File: src/hw/rtl/esnv_pkg.sv
// Shared constants and types for the echo subtract, noise gate and VAD block.
package esnv_pkg;

  localparam int SAMPLE_W     = 16;
  localparam int FRAME_MAX    = 1024;
  localparam int CNT_W        = $clog2(FRAME_MAX + 1);
  // Sum of up to FRAME_MAX magnitudes of at most 2^15 each.
  localparam int SUM_W        = CNT_W + 15;
  localparam int TOTAL_W      = 32;
  localparam int NOISE_W      = 16;
  localparam int SPEECH_SHIFT = 8;

  localparam logic [NOISE_W-1:0] NOISE_RESET  = NOISE_W'(32);
  localparam logic [NOISE_W:0]   QUIET_MARGIN = (NOISE_W + 1)'(24);

  typedef enum logic [1:0] {
    CFG_ECHO  = 2'd0,
    CFG_NOISE = 2'd1,
    CFG_VAD   = 2'd2
  } cfg_idx_t;

  typedef struct packed {
    logic               dec_valid;
    logic               speech;
    logic [TOTAL_W-1:0] speech_total;
    logic [TOTAL_W-1:0] silence_total;
    logic               oversize;
  } vad_res_t;

endpackage

File: src/hw/rtl/esnv_gate.sv
// Echo subtraction, noise level tracking, quiet-sample attenuation and clamp.
module esnv_gate
  import esnv_pkg::*;
(
  input  logic                       clk,
  input  logic                       rst_n,
  input  logic                       adv,
  input  logic                       echo_en,
  input  logic                       noise_en,
  input  logic signed [SAMPLE_W-1:0] mic,
  input  logic signed [SAMPLE_W-1:0] ref_smp,
  input  logic                       ref_valid,
  output logic signed [SAMPLE_W-1:0] sample
);

  logic [NOISE_W-1:0]         noise_level_r;
  logic [NOISE_W-1:0]         noise_level_nxt;
  logic signed [SAMPLE_W-1:0] ref_q;
  logic signed [SAMPLE_W:0]   v_echo;
  logic signed [SAMPLE_W:0]   v_quart;
  logic signed [SAMPLE_W:0]   v_gate;
  logic [NOISE_W-1:0]         v_mag;
  logic [20:0]                lvl_sum;
  logic                       quiet;

  // Divide by 4 rounding toward zero: bias negatives by 3 before the shift.
  assign ref_q   = (ref_smp +
                    $signed(SAMPLE_W'({ref_smp[SAMPLE_W-1], ref_smp[SAMPLE_W-1]}))) >>> 2;
  assign v_echo  = (echo_en && ref_valid) ?
                   (SAMPLE_W+1)'(mic) - (SAMPLE_W+1)'(ref_q) : (SAMPLE_W+1)'(mic);
  assign v_mag   = v_echo[SAMPLE_W] ? NOISE_W'(-v_echo) : NOISE_W'(v_echo);

  // level*15 + |v|, then drop four bits
  assign lvl_sum = ({1'b0, noise_level_r, 4'b0} - {5'b0, noise_level_r}) + {5'b0, v_mag};
  assign noise_level_nxt = lvl_sum[NOISE_W+3:4];
  assign quiet   = {1'b0, v_mag} < ({1'b0, noise_level_nxt} + QUIET_MARGIN);

  assign v_quart = (v_echo +
                    $signed((SAMPLE_W+1)'({v_echo[SAMPLE_W], v_echo[SAMPLE_W]}))) >>> 2;
  assign v_gate  = (noise_en && quiet) ? v_quart : v_echo;

  always_comb begin
    unique case (v_gate[SAMPLE_W:SAMPLE_W-1])
      2'b01:   sample = {1'b0, {(SAMPLE_W-1){1'b1}}};
      2'b10:   sample = {1'b1, {(SAMPLE_W-1){1'b0}}};
      default: sample = v_gate[SAMPLE_W-1:0];
    endcase
  end

  always_ff @(posedge clk) begin
    if (!rst_n) begin
      noise_level_r <= NOISE_RESET;
    end else if (adv && noise_en) begin
      noise_level_r <= noise_level_nxt;
    end
  end

`ifndef SYNTHESIS
  a_level_hold: assert property (@(posedge clk) disable iff (!rst_n)
    !(adv && noise_en) |=> $stable(noise_level_r))
    else $error("noise level moved without an accepted request");
`endif

endmodule

File: src/hw/rtl/esnv_vad.sv
// Frame accumulation, speech decision and speech/silence frame counters.
module esnv_vad
  import esnv_pkg::*;
(
  input  logic                       clk,
  input  logic                       rst_n,
  input  logic                       adv,
  input  logic                       vad_en,
  input  logic signed [SAMPLE_W-1:0] sample,
  input  logic                       last,
  output vad_res_t                   res
);

  logic [CNT_W-1:0]   frame_count_r;
  logic [CNT_W-1:0]   frame_count_nxt;
  logic [SUM_W-1:0]   abs_sum_r;
  logic [SUM_W-1:0]   abs_sum_nxt;
  logic [TOTAL_W-1:0] speech_total_r;
  logic [TOTAL_W-1:0] speech_total_nxt;
  logic [TOTAL_W-1:0] silence_total_r;
  logic [TOTAL_W-1:0] silence_total_nxt;
  logic               overflow_r;
  logic               overflow_nxt;
  logic [SAMPLE_W-1:0] s_mag;
  logic               counted;
  logic               decide;
  logic               speech;

  assign s_mag   = sample[SAMPLE_W-1] ? SAMPLE_W'(-sample) : SAMPLE_W'(sample);
  assign counted = frame_count_r < CNT_W'(FRAME_MAX);

  assign frame_count_nxt = counted ? frame_count_r + CNT_W'(1) : frame_count_r;
  assign abs_sum_nxt     = counted ? abs_sum_r + SUM_W'(s_mag) : abs_sum_r;
  assign overflow_nxt    = overflow_r | ~counted;

  assign decide = last && vad_en;
  assign speech = decide &&
                  (abs_sum_nxt >= SUM_W'({frame_count_nxt, {SPEECH_SHIFT{1'b0}}}));

  assign speech_total_nxt  = (decide && speech)  ? speech_total_r + TOTAL_W'(1)
                                                 : speech_total_r;
  assign silence_total_nxt = (decide && !speech) ? silence_total_r + TOTAL_W'(1)
                                                 : silence_total_r;

  always_comb begin
    res.dec_valid     = decide;
    res.speech        = speech;
    res.speech_total  = speech_total_nxt;
    res.silence_total = silence_total_nxt;
    res.oversize      = overflow_nxt;
  end

  always_ff @(posedge clk) begin
    if (!rst_n) begin
      frame_count_r   <= '0;
      abs_sum_r       <= '0;
      overflow_r      <= 1'b0;
      speech_total_r  <= '0;
      silence_total_r <= '0;
    end else if (adv) begin
      speech_total_r  <= speech_total_nxt;
      silence_total_r <= silence_total_nxt;
      // clear the frame after its last sample
      if (last) begin
        frame_count_r <= '0;
        abs_sum_r     <= '0;
        overflow_r    <= 1'b0;
      end else begin
        frame_count_r <= frame_count_nxt;
        abs_sum_r     <= abs_sum_nxt;
        overflow_r    <= overflow_nxt;
      end
    end
  end

`ifndef SYNTHESIS
  a_count_bound: assert property (@(posedge clk) disable iff (!rst_n)
    frame_count_r <= CNT_W'(FRAME_MAX))
    else $error("frame count beyond maximum frame length");
  a_frame_clear: assert property (@(posedge clk) disable iff (!rst_n)
    adv && last |=> frame_count_r == '0 && abs_sum_r == '0 && !overflow_r)
    else $error("frame state not cleared after frame end");
  a_totals_hold: assert property (@(posedge clk) disable iff (!rst_n)
    !(adv && decide) |=> $stable(speech_total_r) && $stable(silence_total_r))
    else $error("frame totals moved without a decision");
`endif

endmodule

File: src/hw/rtl/echo_subtract_noise_gate_vad.sv
// Top level: echo subtraction, noise gate and frame voice-activity detector.
//
// Input stream: one mic sample and one reference sample per request; in_tuser
// flags a valid reference, in_tlast marks the last sample of a frame.
// Output stream: one result per input request, in order. out_tlast repeats
// the frame end; out_tuser carries the speech decision and the oversize flag;
// out_tdata carries the processed sample and the running frame totals.
// Configuration: cfg_we writes bit 0 of cfg_wdata into register cfg_index
// (0 echo enable, 1 noise enable, 2 VAD enable); unused indexes are ignored.
// Path: an accepted request is held in the input register, then moves to the
// output register. Throughput: one request per cycle while out_tready is high;
// the whole computation sits between the input and the output register.
// Stall: while out_tready is low the result holds and the input register
// takes one more request, then in_tready drops until the output drains.
// Reset (rst_n low, synchronous) clears both stages, the enables, the frame
// state and the totals, and sets the noise level to 32.
module echo_subtract_noise_gate_vad
  import esnv_pkg::*;
(
  input  logic         clk,
  input  logic         rst_n,
  input  logic         cfg_we,
  input  logic [1:0]   cfg_index,
  input  logic         cfg_wdata,
  input  logic         in_tvalid,
  output logic         in_tready,
  input  logic [31:0]  in_tdata,   // [15:0] mic_sample, [31:16] ref_sample
  input  logic         in_tuser,   // [0] ref_valid
  input  logic         in_tlast,
  output logic         out_tvalid,
  input  logic         out_tready,
  output logic [79:0]  out_tdata,  // [15:0] sample_out, [47:16] speech_frames,
                                   // [79:48] silence_frames
  output logic [2:0]   out_tuser,  // [0] vad_valid, [1] speech_flag, [2] oversize
  output logic         out_tlast
);

  logic                echo_en_r;
  logic                noise_en_r;
  logic                vad_en_r;
  logic                in_valid_r;
  logic [SAMPLE_W-1:0] mic_r;
  logic [SAMPLE_W-1:0] ref_r;
  logic                ref_valid_r;
  logic                last_r;
  logic                out_valid_r;
  logic [SAMPLE_W-1:0] sample_out_r;
  logic                out_last_r;
  vad_res_t            vad_r;
  logic                adv;
  logic                in_take;
  logic signed [SAMPLE_W-1:0] gate_sample;
  vad_res_t            vad_res;

  // advance the held request into the output register
  assign adv       = in_valid_r && (!out_valid_r || out_tready);
  assign in_tready = !in_valid_r || adv;
  assign in_take   = in_tvalid && in_tready;

  always_ff @(posedge clk) begin
    if (!rst_n) begin
      echo_en_r  <= 1'b0;
      noise_en_r <= 1'b0;
      vad_en_r   <= 1'b0;
    end else if (cfg_we) begin
      unique case (cfg_idx_t'(cfg_index))
        CFG_ECHO:  echo_en_r  <= cfg_wdata;
        CFG_NOISE: noise_en_r <= cfg_wdata;
        CFG_VAD:   vad_en_r   <= cfg_wdata;
        default:   ;
      endcase
    end
  end

  always_ff @(posedge clk) begin
    if (!rst_n) begin
      in_valid_r <= 1'b0;
    end else if (in_tready) begin
      in_valid_r <= in_tvalid;
    end
  end

  always_ff @(posedge clk) begin
    if (in_take) begin
      mic_r       <= in_tdata[15:0];
      ref_r       <= in_tdata[31:16];
      ref_valid_r <= in_tuser;
      last_r      <= in_tlast;
    end
  end

  esnv_gate u_gate (
    .clk       (clk),
    .rst_n     (rst_n),
    .adv       (adv),
    .echo_en   (echo_en_r),
    .noise_en  (noise_en_r),
    .mic       ($signed(mic_r)),
    .ref_smp   ($signed(ref_r)),
    .ref_valid (ref_valid_r),
    .sample    (gate_sample)
  );

  esnv_vad u_vad (
    .clk    (clk),
    .rst_n  (rst_n),
    .adv    (adv),
    .vad_en (vad_en_r),
    .sample (gate_sample),
    .last   (last_r),
    .res    (vad_res)
  );

  always_ff @(posedge clk) begin
    if (!rst_n) begin
      out_valid_r <= 1'b0;
    end else if (adv) begin
      out_valid_r <= 1'b1;
    end else if (out_tready) begin
      out_valid_r <= 1'b0;
    end
  end

  always_ff @(posedge clk) begin
    if (adv) begin
      sample_out_r <= gate_sample;
      out_last_r   <= last_r;
      vad_r        <= vad_res;
    end
  end

  assign out_tvalid = out_valid_r;
  assign out_tdata  = {vad_r.silence_total, vad_r.speech_total, sample_out_r};
  assign out_tuser  = {vad_r.oversize, vad_r.speech, vad_r.dec_valid};
  assign out_tlast  = out_last_r;

`ifndef SYNTHESIS
  a_decision_at_end: assert property (@(posedge clk) disable iff (!rst_n)
    out_valid_r && (vad_r.dec_valid || vad_r.speech) |-> out_last_r && vad_r.dec_valid)
    else $error("speech decision outside a frame end");
`endif

endmodule
File: config.mk
export PLATFORM = sky130hd
export DESIGN_NAME = echo_subtract_noise_gate_vad
export DESIGN_NICKNAME = d
export VERILOG_FILES = /design/src/hw/rtl/esnv_pkg.sv /design/src/hw/rtl/esnv_gate.sv /design/src/hw/rtl/esnv_vad.sv /design/src/hw/rtl/echo_subtract_noise_gate_vad.sv
export SDC_FILE = /design/constraint.sdc
export NUM_CORES = 1
export LEC_CHECK = 0
export BUFFER_PORTS_ARGS = -buffer_cell sky130_fd_sc_hd__buf_2
export CORE_ASPECT_RATIO = 1.4
export CORE_MARGIN = 2
export CORE_UTILIZATION = 60
export DETAILED_ROUTE_END_ITERATION = 10
export PLACE_DENSITY = 0.8
export SETUP_SLACK_MARGIN = 0.3
export SLEW_MARGIN = 20
export SYNTH_ARGS = -nofsm -noshare
export SYNTH_HDL_FRONTEND = slang
export SYNTH_HIERARCHICAL = 1
export SYNTH_SLANG_ARGS = --single-unit
File: constraint.sdc
create_clock -name clk -period 20.2 [get_ports clk]
set_input_delay 1.01 -clock clk [delete_from_list [all_inputs] [get_ports clk]]
set_output_delay 1.01 -clock clk [all_outputs]
set_load 0.05 [all_outputs]
==> out/qor.tcl, run 1 <==
set qor(met3_routing_resource_usage_after_global_routing) 0.0306
set qor(core_um2) 27600
set qor(grt_first_pass_wirelength_um) 66000
set qor(cts_hold_repair.buffers) 0
set qor(dp.final_hpwl_um) 30100
set qor(timing_max_transition_violations_final) 0
set qor(synth_enable_flop_cells) 118
set qor(cts_buffer_depth) 3
set qor(grt_use_total) 0.270
set qor(cts.sink_count) 241
set qor(max_cap_viol_count) 0
set qor(tritoncts) {built}
set qor(worst_setup_path_end_kind) {flop}
set qor(min_to) {u_gate/noise_level_r[3]}
set qor(area_share_of_the_leading_cell_type_in_the_synthesized_netlist) 0.212
set qor(vdd_ir_drop_max_mv) 0.0823
set qor(ctsHtreeMaxLevel) 1
set qor(netlist_instances) 1890
set qor(place_area_um2) 17600
set qor(layout_worst_path_cycle_share) 0.920
set qor(port_buffers) 127
set qor(routed_wl_um) 41300
set qor(start_kind) {flop}
set qor(syn-cell-area_um2) 16700
set qor(globalRouteMet1Util) 0.292
set qor(gp_routability_congestion) 0.972
set qor(worstHoldStart) {u_gate/noise_level_r[3]}
set qor(fin_cells) 2357
set qor(clock-skew-final_ns) 0.0162
set qor(antenna_cells_inserted) 0
set qor(slew_at_the_pin_closest_to_its_max_slew_limit_ns) 1.10
set qor(synth_nets) 2035
set qor(setup_violations) 0
set qor(crit_top_cell) {sky130_fd_sc_hd__ha_1}
set qor(final_cell_area_um2) 18500
set qor(number_of_vias_in_the_routed_layout) 14700
set qor(grt-ovfl-total) 0
set qor(die_width_um) 145
set qor(pin_count_of_the_biggest_net_entering_global_routing) 67
set qor(vias_per_cell) 6.22
set qor(critical_path.slowest_cell) {sky130_fd_sc_hd__or4_1}
set qor(crit_arrival_ns) 18.86
set qor(power_per_cell_area_nw_per_um2) 88.9
set qor(placed_cells_incl_taps) 2309
set qor(clock_latency_ns) 0.54
set qor(critical_path.max_fanout) 15
set qor(nets) 2114
set qor(route.detailed.drc) 0
set qor(synth.avg_cell_area_um2) 8.85
set qor(rr_worst_depth) 64
set qor(run_status) {finished, final reports clean}
set qor(ys_async_sr_fraction) 0
set qor(cts-buffers-inserted) 24
set qor(number_of_global_route_vias_before_repair) 13900
set qor(max_freq_mhz) 53.8
set qor(synth.yosys.warnings) 6
set qor(setup_tns_final_ns) 0
set qor(total_die_area_um2) 29200
set qor(power.static_leakage_nw) 7.05
set qor(final_critical_delay_including_setup_and_external_delays_ns) 18.58
set qor(hold_depth) 2
set qor(met2_usage_grt) 0.510
set qor(r2r_slack_ns) 1.62
set qor(regToRegEndpoint) {out_tdata[17]}
set qor(synth_ff_type) {sky130_fd_sc_hd__dfxtp_1}
set qor(hold_viol) 0
set qor(rows) 72
set qor(synth_seq_area_share) 0.359
set qor(crit-reg2reg-launch) {ref_r[15]}
set qor(antenna_violations_before_repair) 1
set qor(route.detailed.wl_per_inst_um) 17.5
set qor(yosys.cell_types.count) 91
set qor(cts_root_buf) {sky130_fd_sc_hd__clkbuf_16}
set qor(cts.clk_slew.worst_paths_ns) 0.06
set qor(hold_path.class) {flop to flop}
set qor(global_route.peak_usage_layer) {met2}
set qor(worst-setup-path-type) {flop to flop}
set qor(final_core_util) 0.671
set qor(yosys_register_bits) 241
set qor(area.growth.synth_to_final_pct) 10.6
set qor(netlist.top_cell.by_area) {sky130_fd_sc_hd__edfxtp_1}
set qor(initial_utilization) 0.607
set qor(drt_pre_antenna_iters) 7
set qor(synth_most_common_cell) {sky130_fd_sc_hd__nand2_1}
set qor(critPathMaxStageDelay_ns) 0.66
set qor(drtIter0Drc) 956
set qor(boundaryPins) 128
set qor(maxSlewHeadroom) 0.262
set qor(synth_top_cells_by_area) {sky130_fd_sc_hd__edfxtp_1 21%, sky130_fd_sc_hd__dfxtp_1 15%, sky130_fd_sc_hd__ha_1 6.7%}
set qor(drive_gt1_frac) 0.123
set qor(rsz0062_at_grt) {no}
set qor(required_time_at_the_endpoint_of_the_critical_path_ns) 20.48
set qor(synth.cells.most_frequent) {168 x sky130_fd_sc_hd__nand2_1, 133 x sky130_fd_sc_hd__nor2_1, 124 x sky130_fd_sc_hd__a21oi_1}
set qor(dieHeight_um) 202
set qor(route.antenna.remaining_nets) 0
-- final cells by class --
type | instances | area (µm²)
flip-flops and latches | 241 | 6010
well taps | 370 | 463
repair buffers | 144 | 763
fillers | 2223 | 9070
inverters | 83 | 312
clock inverters | 12 | 143
clock buffers | 32 | 682
multi-input cells | 1475 | 10100
-- critical path, delay by kind of cell (launching register included) --
kind,cells,cell delay [ns]
buf+inv,4,0.61
compound gates,19,5.08
mux,1,0.42
flops,1,0.42
fa+ha+maj,8,2.96
simple gates,27,7.71
xor+xnor,5,1.10
-- timing repair --
action                     CTS  global route
setup endpoints to repair    0            97
setup buffers                0             2
gates resized for setup      0             8
-- worst max path at each step --
stage	startpoint	endpoint	slack, ns	cells after the start
CTS	ref_r[15]	out_tdata[49]	0.78	62
detailed placement	ref_r[15]	out_tdata[49]	0.89	62
global route	ref_r[15]	out_tdata[26]	0.47	66
finish	ref_r[15]	out_tdata[17]	1.62	64
floorplan	ref_r[15]	out_tdata[32]	4.75	66
global placement	ref_r[15]	out_tdata[49]	1.31	62
-- report_power, final --
part           switching (mW)  internal, mW  total, mW
clock                   0.188         0.276      0.464
sequential            0.00968         0.533      0.542
combinational           0.417         0.221      0.639
total                   0.615          1.03       1.64
-- layer usage --
layer	wire length [µm]	up-vias
met4	2050	2
li1	-	7074
met1	15400	6880
met3	2220	148
met5	13	-
met2	21700	547
-- cells by family after synthesis --
logic type | after synthesis | share of synthesized area
AND/OR/NAND/NOR | 711 | 0.225
AO/OA/AOI/OAI | 439 | 0.172
flip-flops | 241 | 0.359
XOR/XNOR | 185 | 0.0969
buffers and inverters | 176 | 0.0416
adder cells (fa/ha/maj) | 103 | 0.0833
multiplexers | 35 | 0.0218
-- registers in the layout, summed over array words and instances, names as in the netlist, 3 cells and up --
signal                 flops
mic_r                     16
out_tdata                 64
out_tuser                  3
ref_r                     16
sample_out_r              16
u_gate/noise_level_r      16
u_vad/abs_sum_r           26
u_vad/frame_count_r       11
u_vad/silence_total_r     32
u_vad/speech_total_r      32
-- cell usage in the layout (no fill, tap or decap), drive strengths merged, types with 9 or more instances in the layout --
cell type,n
a2111oi,12
a211oi,19
a21boi,12
a21o,15
a21oi,124
a22oi,14
a31oi,17
and2,25
and3,30
buf,144
clkbuf,32
dfxtp,123
edfxtp,118
fa,14
ha,89
inv,82
mux2,12
mux2i,23
nand2,168
nand2b,34
nand3,83
nand3b,14
nand4,38
nor2,133
nor2b,13
nor3,60
nor3b,12
nor4,16
o211ai,16
o21a,15
o21ai,106
o311ai,11
o31ai,18
o41ai,9
or3,35
or4,12
xnor2,97
xor2,88
-- per-stage QoR --
| step | setup slack (ns) | hold slack (ns) | power, mW |
|---|---|---|---|
| detailed placement | 0.886 | 0.461 | 1.16 |
| global placement | 1.31 | 0.440 | 1.15 |
| floorplan | 4.75 | 0.429 | 1.02 |
| finish | 1.62 | 0.466 | 1.64 |
| CTS | 0.775 | 0.470 | 1.63 |
| global route | 0.473 | 0.487 | 1.74 |
Power figures use the tool's default switching activity.
==> run 2, diff against run 1 <==
--- a/config.mk
+++ b/config.mk
@@ -10,6 +10,7 @@
 export CORE_MARGIN = 2
 export CORE_UTILIZATION = 60
 export DETAILED_ROUTE_END_ITERATION = 10
+export MAX_ROUTING_LAYER = met4
 export PLACE_DENSITY = 0.8
 export SETUP_SLACK_MARGIN = 0.3
 export SLEW_MARGIN = 20
==> constraint.sdc (replaced) <==
create_clock -name clk -period 23.1 [get_ports clk]
set_input_delay 1.155 -clock clk [delete_from_list [all_inputs] [get_ports clk]]
set_output_delay 1.155 -clock clk [all_outputs]
set_load 0.05 [all_outputs]
==> out/qor.tcl, run 2 (synthesis gave the netlist of run 1 again) <==
set qor(layout_worst_path_cycle_share) 0.857 ;# -0.0623
set qor(start_kind) {flop}
set qor(worst_slack_ns) 3.30 ;# +1.67 ns
set qor(power_per_cell_area_nw_per_um2) 78.4 ;# -12%
set qor(grt-ovfl-total) 0 ;# unchanged
set qor(die_width_um) 145 ;# unchanged
set qor(crit_end) {out_tdata[49]}
set qor(clock_latency_ns) 0.54 ;# about the same
set qor(commonest_non_fill_non_tap_cells_in_the_layout) {168 x sky130_fd_sc_hd__nand2_1, 133 x sky130_fd_sc_hd__nor2_1, 127 x sky130_fd_sc_hd__buf_2}
set qor(port_buffers) 127 ;# unchanged
set qor(tritoncts) {built}
set qor(crit-reg2reg-launch) {ref_r[15]}
set qor(ctsHtreeMaxLevel) 1 ;# unchanged
set qor(route.antenna.remaining_nets) 0 ;# unchanged
set qor(critPathMaxStageDelay_ns) 0.87 ;# +0.21 ns
set qor(total_die_area_um2) 29200 ;# unchanged
set qor(final_critical_delay_including_setup_and_external_delays_ns) 19.80 ;# +1.23 ns
set qor(power.static_leakage_nw) 7.04 ;# -0.12%
set qor(pin_count_of_the_biggest_net_entering_global_routing) 62 ;# -7.5%
set qor(max_cap_viol_count) 0 ;# unchanged
set qor(route.detailed.drc) 0 ;# unchanged
set qor(vdd_ir_drop_max_mv) 0.0801 ;# -2.6%
set qor(clock-skew-final_ns) 0.0203 ;# +0.00409 ns
set qor(comb_pwr_share) 0.374 ;# -0.014
set qor(largest_register_ff_count) 64 ;# unchanged
set qor(antenna_cells_inserted) 0 ;# unchanged
set qor(number_of_vias_in_the_routed_layout) 14700 ;# +0.39%
set qor(critical_path.max_fanout) 23 ;# +8
set qor(r2r_slack_ns) 3.30 ;# +1.67 ns
set qor(drtIter0Drc) 1018 ;# +6.5%
set qor(dieHeight_um) 202 ;# unchanged
set qor(timing_max_transition_violations_final) 0 ;# unchanged
set qor(met3_wirelength_um) 1850 ;# -17%
set qor(gp_routability_congestion) 0.948 ;# -2.4%
set qor(area.growth.synth_to_final_pct) 10.4
set qor(power_frac_clock) 0.299 ;# +0.017
set qor(routed_wl_um) 42000 ;# +1.8%
set qor(fin_cells) 2354 ;# -0.13%
set qor(number_of_global_route_vias_before_repair) 14200 ;# +2.1%
set qor(vias_per_cell) 6.25 ;# +0.52%
set qor(worst-setup-path-type) {flop to flop}
set qor(max_freq_mhz) 50.5 ;# -6.2%
set qor(worst_setup_path_end_kind) {flop}
set qor(preCtsSetupSlack_ns) 3.67 ;# +2.78 ns
set qor(p_seq_frac) 0.327 ;# -0.003
set qor(route.detailed.wl_per_inst_um) 17.9 ;# +1.9%
set qor(drive_gt1_frac) 0.120 ;# -0.00334
set qor(run_status) {finished, final reports clean}
set qor(setup_violations) 0 ;# unchanged
set qor(grt_use_total) 0.287 ;# +0.0167
set qor(nets) 2111 ;# -0.14%
set qor(drt_pre_antenna_iters) 5 ;# -2
set qor(boundaryPins) 128 ;# unchanged
set qor(dp.final_hpwl_um) 30600 ;# +1.8%
set qor(grt_first_pass_wirelength_um) 68100 ;# +3.1%
set qor(antenna_violations_before_repair) 0 ;# -1
set qor(rr_worst_depth) 65 ;# +1.6%
set qor(power.internal_mw) 0.909 ;# -12%
set qor(rsz0062_at_grt) {no}
set qor(power_switching_mw) 0.540 ;# -12%
set qor(crit_start) {ref_r[15]}
set qor(crit_top_cell) {sky130_fd_sc_hd__ha_1}
set qor(hold_viol) 0 ;# unchanged
set qor(drt-met1-wl_um) 15900 ;# +3.8%
set qor(top_layer) {met4}
set qor(cts.sink_count) 241 ;# unchanged
set qor(cts_root_buf) {sky130_fd_sc_hd__clkbuf_16}
set qor(cts.clk_slew.worst_paths_ns) 0.07 ;# about the same
set qor(initial_utilization) 0.607 ;# unchanged
set qor(setup_tns_final_ns) 0 ;# unchanged
set qor(rows) 72 ;# unchanged
set qor(slew_at_the_pin_closest_to_its_max_slew_limit_ns) 1.14 ;# +0.0345 ns
set qor(cts_hold_repair.buffers) 0 ;# unchanged
set qor(post_cts.repair.setup_buffers) 0 ;# unchanged
set qor(crit_arrival_ns) 20.08 ;# +1.22 ns
set qor(maxSlewHeadroom) 0.229 ;# -0.0332
set qor(sw_frac_of_total) 0.373 ;# -0.00101
set qor(cts-buffers-inserted) 24 ;# unchanged
set qor(core_um2) 27600 ;# unchanged
set qor(hold_path.class) {flop to flop}
set qor(layout.cells.most_common) {sky130_fd_sc_hd__nand2_1}
set qor(met2RoutedLength_um) 22300 ;# +2.8%
set qor(regToRegEndpoint) {out_tdata[49]}
set qor(cts_buffer_depth) 3 ;# unchanged
set qor(placed_cells_incl_taps) 2310 ;# +0.043%
set qor(required_time_at_the_endpoint_of_the_critical_path_ns) 23.38 ;# +2.90 ns
set qor(critical_path.slowest_cell) {sky130_fd_sc_hd__nor4b_4}
set qor(hold-worst-slack_ns) 0.468 ;# +0.00218 ns
set qor(cts.repair.resized) 0 ;# unchanged
run 2: metrics by stage:
step                      instance area [µm²]  power [mW]  utilization
after floorplan                         16700       0.893            -
after global placement                  17600        1.00        0.638
after detailed placement                17600        1.01        0.638
after CTS                               18500        1.45        0.670
after global routing                    18500        1.52        0.670
final                                   18500        1.45        0.670
run 2: power by group through the flow:
stage	registers, mW	logic (mW)	clock network (mW)
6_report	0.474	0.542	0.433
5_1_grt	0.476	0.592	0.453
4_1_cts	0.474	0.534	0.439
3_5_place_dp	0.483	0.529	0
3_3_place_gp	0.483	0.520	0
2_1_floorplan	0.513	0.380	0
run 2: critical path, delay by kind of cell, from the launching register on:
| kind | cells | cell delay [ns] |
|---|---|---|
| multiplexers | 1 | 0.36 |
| adder cells (fa/ha/maj) | 8 | 3.13 |
| AO/OA/AOI/OAI | 21 | 5.61 |
| AND/OR/NAND/NOR | 25 | 7.80 |
| flip-flops | 1 | 0.42 |
| buffers and inverters | 4 | 0.87 |
| XOR/XNOR | 6 | 1.32 |
run 2: area by class of cell:
type	instances	area (µm²)
inverters	83	312
well taps	370	463
multi-input cells	1473	10100
clock buffers	30	664
repair buffers	143	756
flip-flops and latches	241	6010
clock inverters	14	218
fillers	2264	9090
run 2: layer usage:
metal  global-route usage  up-vias
li1                     -     7055
met1                0.301     6962
met2                0.536      551
met3               0.0261      140
met4                0.144        0
met5                    -        -
run 2: how the worst min path moves through the flow:
stage | slack [ns] | from | end | cells after the start
5_1_grt | 0.49 | vad_en_r | vad_en_r | 2
6_report | 0.47 | u_gate/noise_level_r[3] | u_gate/noise_level_r[3] | 2
4_1_cts | 0.47 | u_vad/overflow_r | u_vad/overflow_r | 2
3_3_place_gp | 0.45 | u_vad/overflow_r | u_vad/overflow_r | 2
2_1_floorplan | 0.43 | u_vad/overflow_r | u_vad/overflow_r | 2
3_5_place_dp | 0.45 | u_vad/overflow_r | u_vad/overflow_r | 2
==> run 3, diff against run 2 <==
==> constraint.sdc (replaced) <==
create_clock -name clk -period 20.5 [get_ports clk]
set_input_delay 1.025 -clock clk [delete_from_list [all_inputs] [get_ports clk]]
set_output_delay 1.025 -clock clk [all_outputs]
set_load 0.05 [all_outputs]
==> out/qor.tcl, run 3 (synthesis gave the netlist of run 1 again) <==
set qor(hold_viol) 0 ;# unchanged
set qor(dp.final_hpwl_um) 30900 ;# +0.99%
set qor(critPathMaxStageDelay_ns) 0.66 ;# -0.21 ns
set qor(slew_at_the_pin_closest_to_its_max_slew_limit_ns) 1.03 ;# -0.112 ns
set qor(r2r_slack_ns) 1.49 ;# -1.80 ns
set qor(critical_path.max_fanout) 23 ;# unchanged
set qor(gp_routability_congestion) 0.970 ;# +2.3%
set qor(power.static_leakage_nw) 7.03 ;# -0.17%
set qor(maxSlewHeadroom) 0.305 ;# +0.0757
set qor(regToRegEndpoint) {out_tdata[49]}
set qor(route.antenna.remaining_nets) 0 ;# unchanged
set qor(total_die_area_um2) 29200 ;# unchanged
set qor(die_width_um) 145 ;# unchanged
set qor(crit_start) {ref_r[15]}
set qor(routed_wl_um) 42000 ;# about the same
set qor(core_um2) 27600 ;# unchanged
set qor(critical_path.slowest_cell) {sky130_fd_sc_hd__or4_1}
set qor(setup_tns_final_ns) 0 ;# unchanged
set qor(grt-ovfl-total) 0 ;# unchanged
set qor(grt_use_total) 0.287 ;# +0.000364
set qor(cts_hold_repair.buffers) 0 ;# unchanged
set qor(hold-worst-slack_ns) 0.464 ;# -0.00411 ns
set qor(cts_root_buf) {sky130_fd_sc_hd__clkbuf_16}
set qor(rr_worst_depth) 65 ;# unchanged
set qor(number_of_global_route_vias_before_repair) 14100 ;# -0.35%
set qor(met3_routing_resource_usage_after_global_routing) 0.0277 ;# +0.00159
set qor(grt_first_pass_wirelength_um) 68200 ;# +0.12%
set qor(cts-buffers-inserted) 24 ;# unchanged
set qor(num-fill-cells) 2267 ;# +0.13%
set qor(port_buffers) 127 ;# unchanged
set qor(cts_buffer_depth) 3 ;# unchanged
set qor(required_time_at_the_endpoint_of_the_critical_path_ns) 20.79 ;# -2.59 ns
set qor(dieHeight_um) 202 ;# unchanged
set qor(nets) 2113 ;# +0.095%
set qor(drt_pre_antenna_iters) 5 ;# unchanged
set qor(clock_latency_ns) 0.55 ;# about the same
set qor(clock-skew-final_ns) 0.0199 ;# -0.000428 ns
set qor(worst-setup-path-type) {flop to flop}
set qor(max_freq_mhz) 52.6 ;# +4.2%
set qor(power_per_cell_area_nw_per_um2) 87.2 ;# +11%
set qor(run_status) {finished, final reports clean}
set qor(antenna_violations_before_repair) 0 ;# unchanged
set qor(tritoncts) {built}
set qor(initial_utilization) 0.607 ;# unchanged
set qor(antenna_cells_inserted) 0 ;# unchanged
set qor(rsz0062_at_grt) {no}
set qor(drive_gt1_frac) 0.120 ;# -0.000121
set qor(max_cap_viol_count) 0 ;# unchanged
set qor(crit_end) {out_tdata[49]}
set qor(vias_per_cell) 6.20 ;# -0.75%
set qor(crit_top_cell) {sky130_fd_sc_hd__ha_1}
set qor(commonest_non_fill_non_tap_cells_in_the_layout) {168 x sky130_fd_sc_hd__nand2_1, 133 x sky130_fd_sc_hd__nor2_1, 127 x sky130_fd_sc_hd__buf_2}
set qor(area.growth.synth_to_final_pct) 10.2
set qor(route.detailed.wl_per_inst_um) 17.8 ;# about the same
set qor(worst_setup_path_end_kind) {flop}
set qor(vdd_ir_drop_max_mv) 0.0906 ;# +13%
set qor(met2_usage_grt) 0.540 ;# +0.00442
set qor(cts.sink_count) 241 ;# unchanged
set qor(drtIter0Drc) 803 ;# -21%
set qor(rows) 72 ;# unchanged
set qor(boundaryPins) 128 ;# unchanged
set qor(final_critical_delay_including_setup_and_external_delays_ns) 19.01 ;# -0.797 ns
set qor(ctsHtreeMaxLevel) 1 ;# unchanged
set qor(hold_depth) 2 ;# unchanged
set qor(crit-reg2reg-launch) {ref_r[15]}
set qor(pin_count_of_the_biggest_net_entering_global_routing) 69 ;# +11%
set qor(crit_arrival_ns) 19.30 ;# -0.78 ns
set qor(number_of_vias_in_the_routed_layout) 14600 ;# -0.67%
set qor(layout.cells.most_common) {sky130_fd_sc_hd__nand2_1}
set qor(cts.clk_slew.worst_paths_ns) 0.06 ;# about the same
set qor(largest_register_ff_count) 64 ;# unchanged
set qor(timing_max_transition_violations_final) 0 ;# unchanged
set qor(route.detailed.drc) 0 ;# unchanged
set qor(hold_path.class) {flop to flop}
set qor(global_route.peak_usage_layer) {met2}
set qor(globalRouteMet1Util) 0.302 ;# +0.000903
set qor(layout_worst_path_cycle_share) 0.927 ;# +0.0699
set qor(start_kind) {flop}
set qor(setup_violations) 0 ;# unchanged
==> run 3: cell type report <==
type                    instances  area, µm²  area share
flip-flops and latches        241       6010       0.326
clock buffers                  32        662      0.0359
multi-input cells            1473      10100       0.546
repair buffers                145        771      0.0418
well taps                     370        463      0.0251
clock inverters                12        160     0.00869
inverters                      83        312      0.0169
==> run 3: through the flow <==
stage	instance area, µm²	std cells	util	power (mW)	worst slack (ns)
global route	18400	2356	0.669	1.70	0.402
CTS	18400	2356	0.668	1.60	1.53
detailed placement	17600	2312	0.639	1.15	1.57
floorplan	16700	1890	-	1.01	5.05
global placement	17600	2312	0.639	1.13	2.03
finish	18400	2356	0.669	1.61	1.49
==> run 3: metal layers <==
| layer | up-vias | wire, µm |
|---|---|---|
| li1 | 7080 | - |
| met1 | 6950 | 16000 |
| met2 | 450 | 22400 |
| met3 | 130 | 1740 |
| met4 | 0 | 1860 |
| met5 | - | 0 |
==> run 3: power by group <==
group	total, mW	switching [mW]	internal, mW	leakage, nW
clock	0.459	0.191	0.267	0.394
sequential	0.535	0.00974	0.525	2.08
combinational	0.615	0.407	0.208	4.55
==> run 3: how the worst min path moves through the flow <==
stage                             from                      end  slack [ns]
6_report              u_vad/overflow_r         u_vad/overflow_r        0.46
5_1_grt        u_gate/noise_level_r[3]  u_gate/noise_level_r[3]        0.48
4_1_cts               u_vad/overflow_r         u_vad/overflow_r        0.47
3_5_place_dp          u_vad/overflow_r         u_vad/overflow_r        0.45
3_3_place_gp          u_vad/overflow_r         u_vad/overflow_r        0.44
2_1_floorplan         u_vad/overflow_r         u_vad/overflow_r        0.43
==> run 3: what timing repair did <==
| action | 4_1_cts | 5_1_grt |
|---|---|---|
| setup endpoints to repair | 0 | 9 |
| hold endpoints to repair | 0 | 0 |
| buffers inserted | 0 | 0 |
| resized for setup | 0 | 1 |
==> run 3: critical path: cells and delay by family, from the launching register on <==
family          cells  cell delay, ns
flops               1            0.42
xor+xnor            6            1.29
mux                 1            0.37
simple gates       25            6.99
compound gates     21            5.95
buf+inv             4            0.90
fa+ha+maj           8            2.85
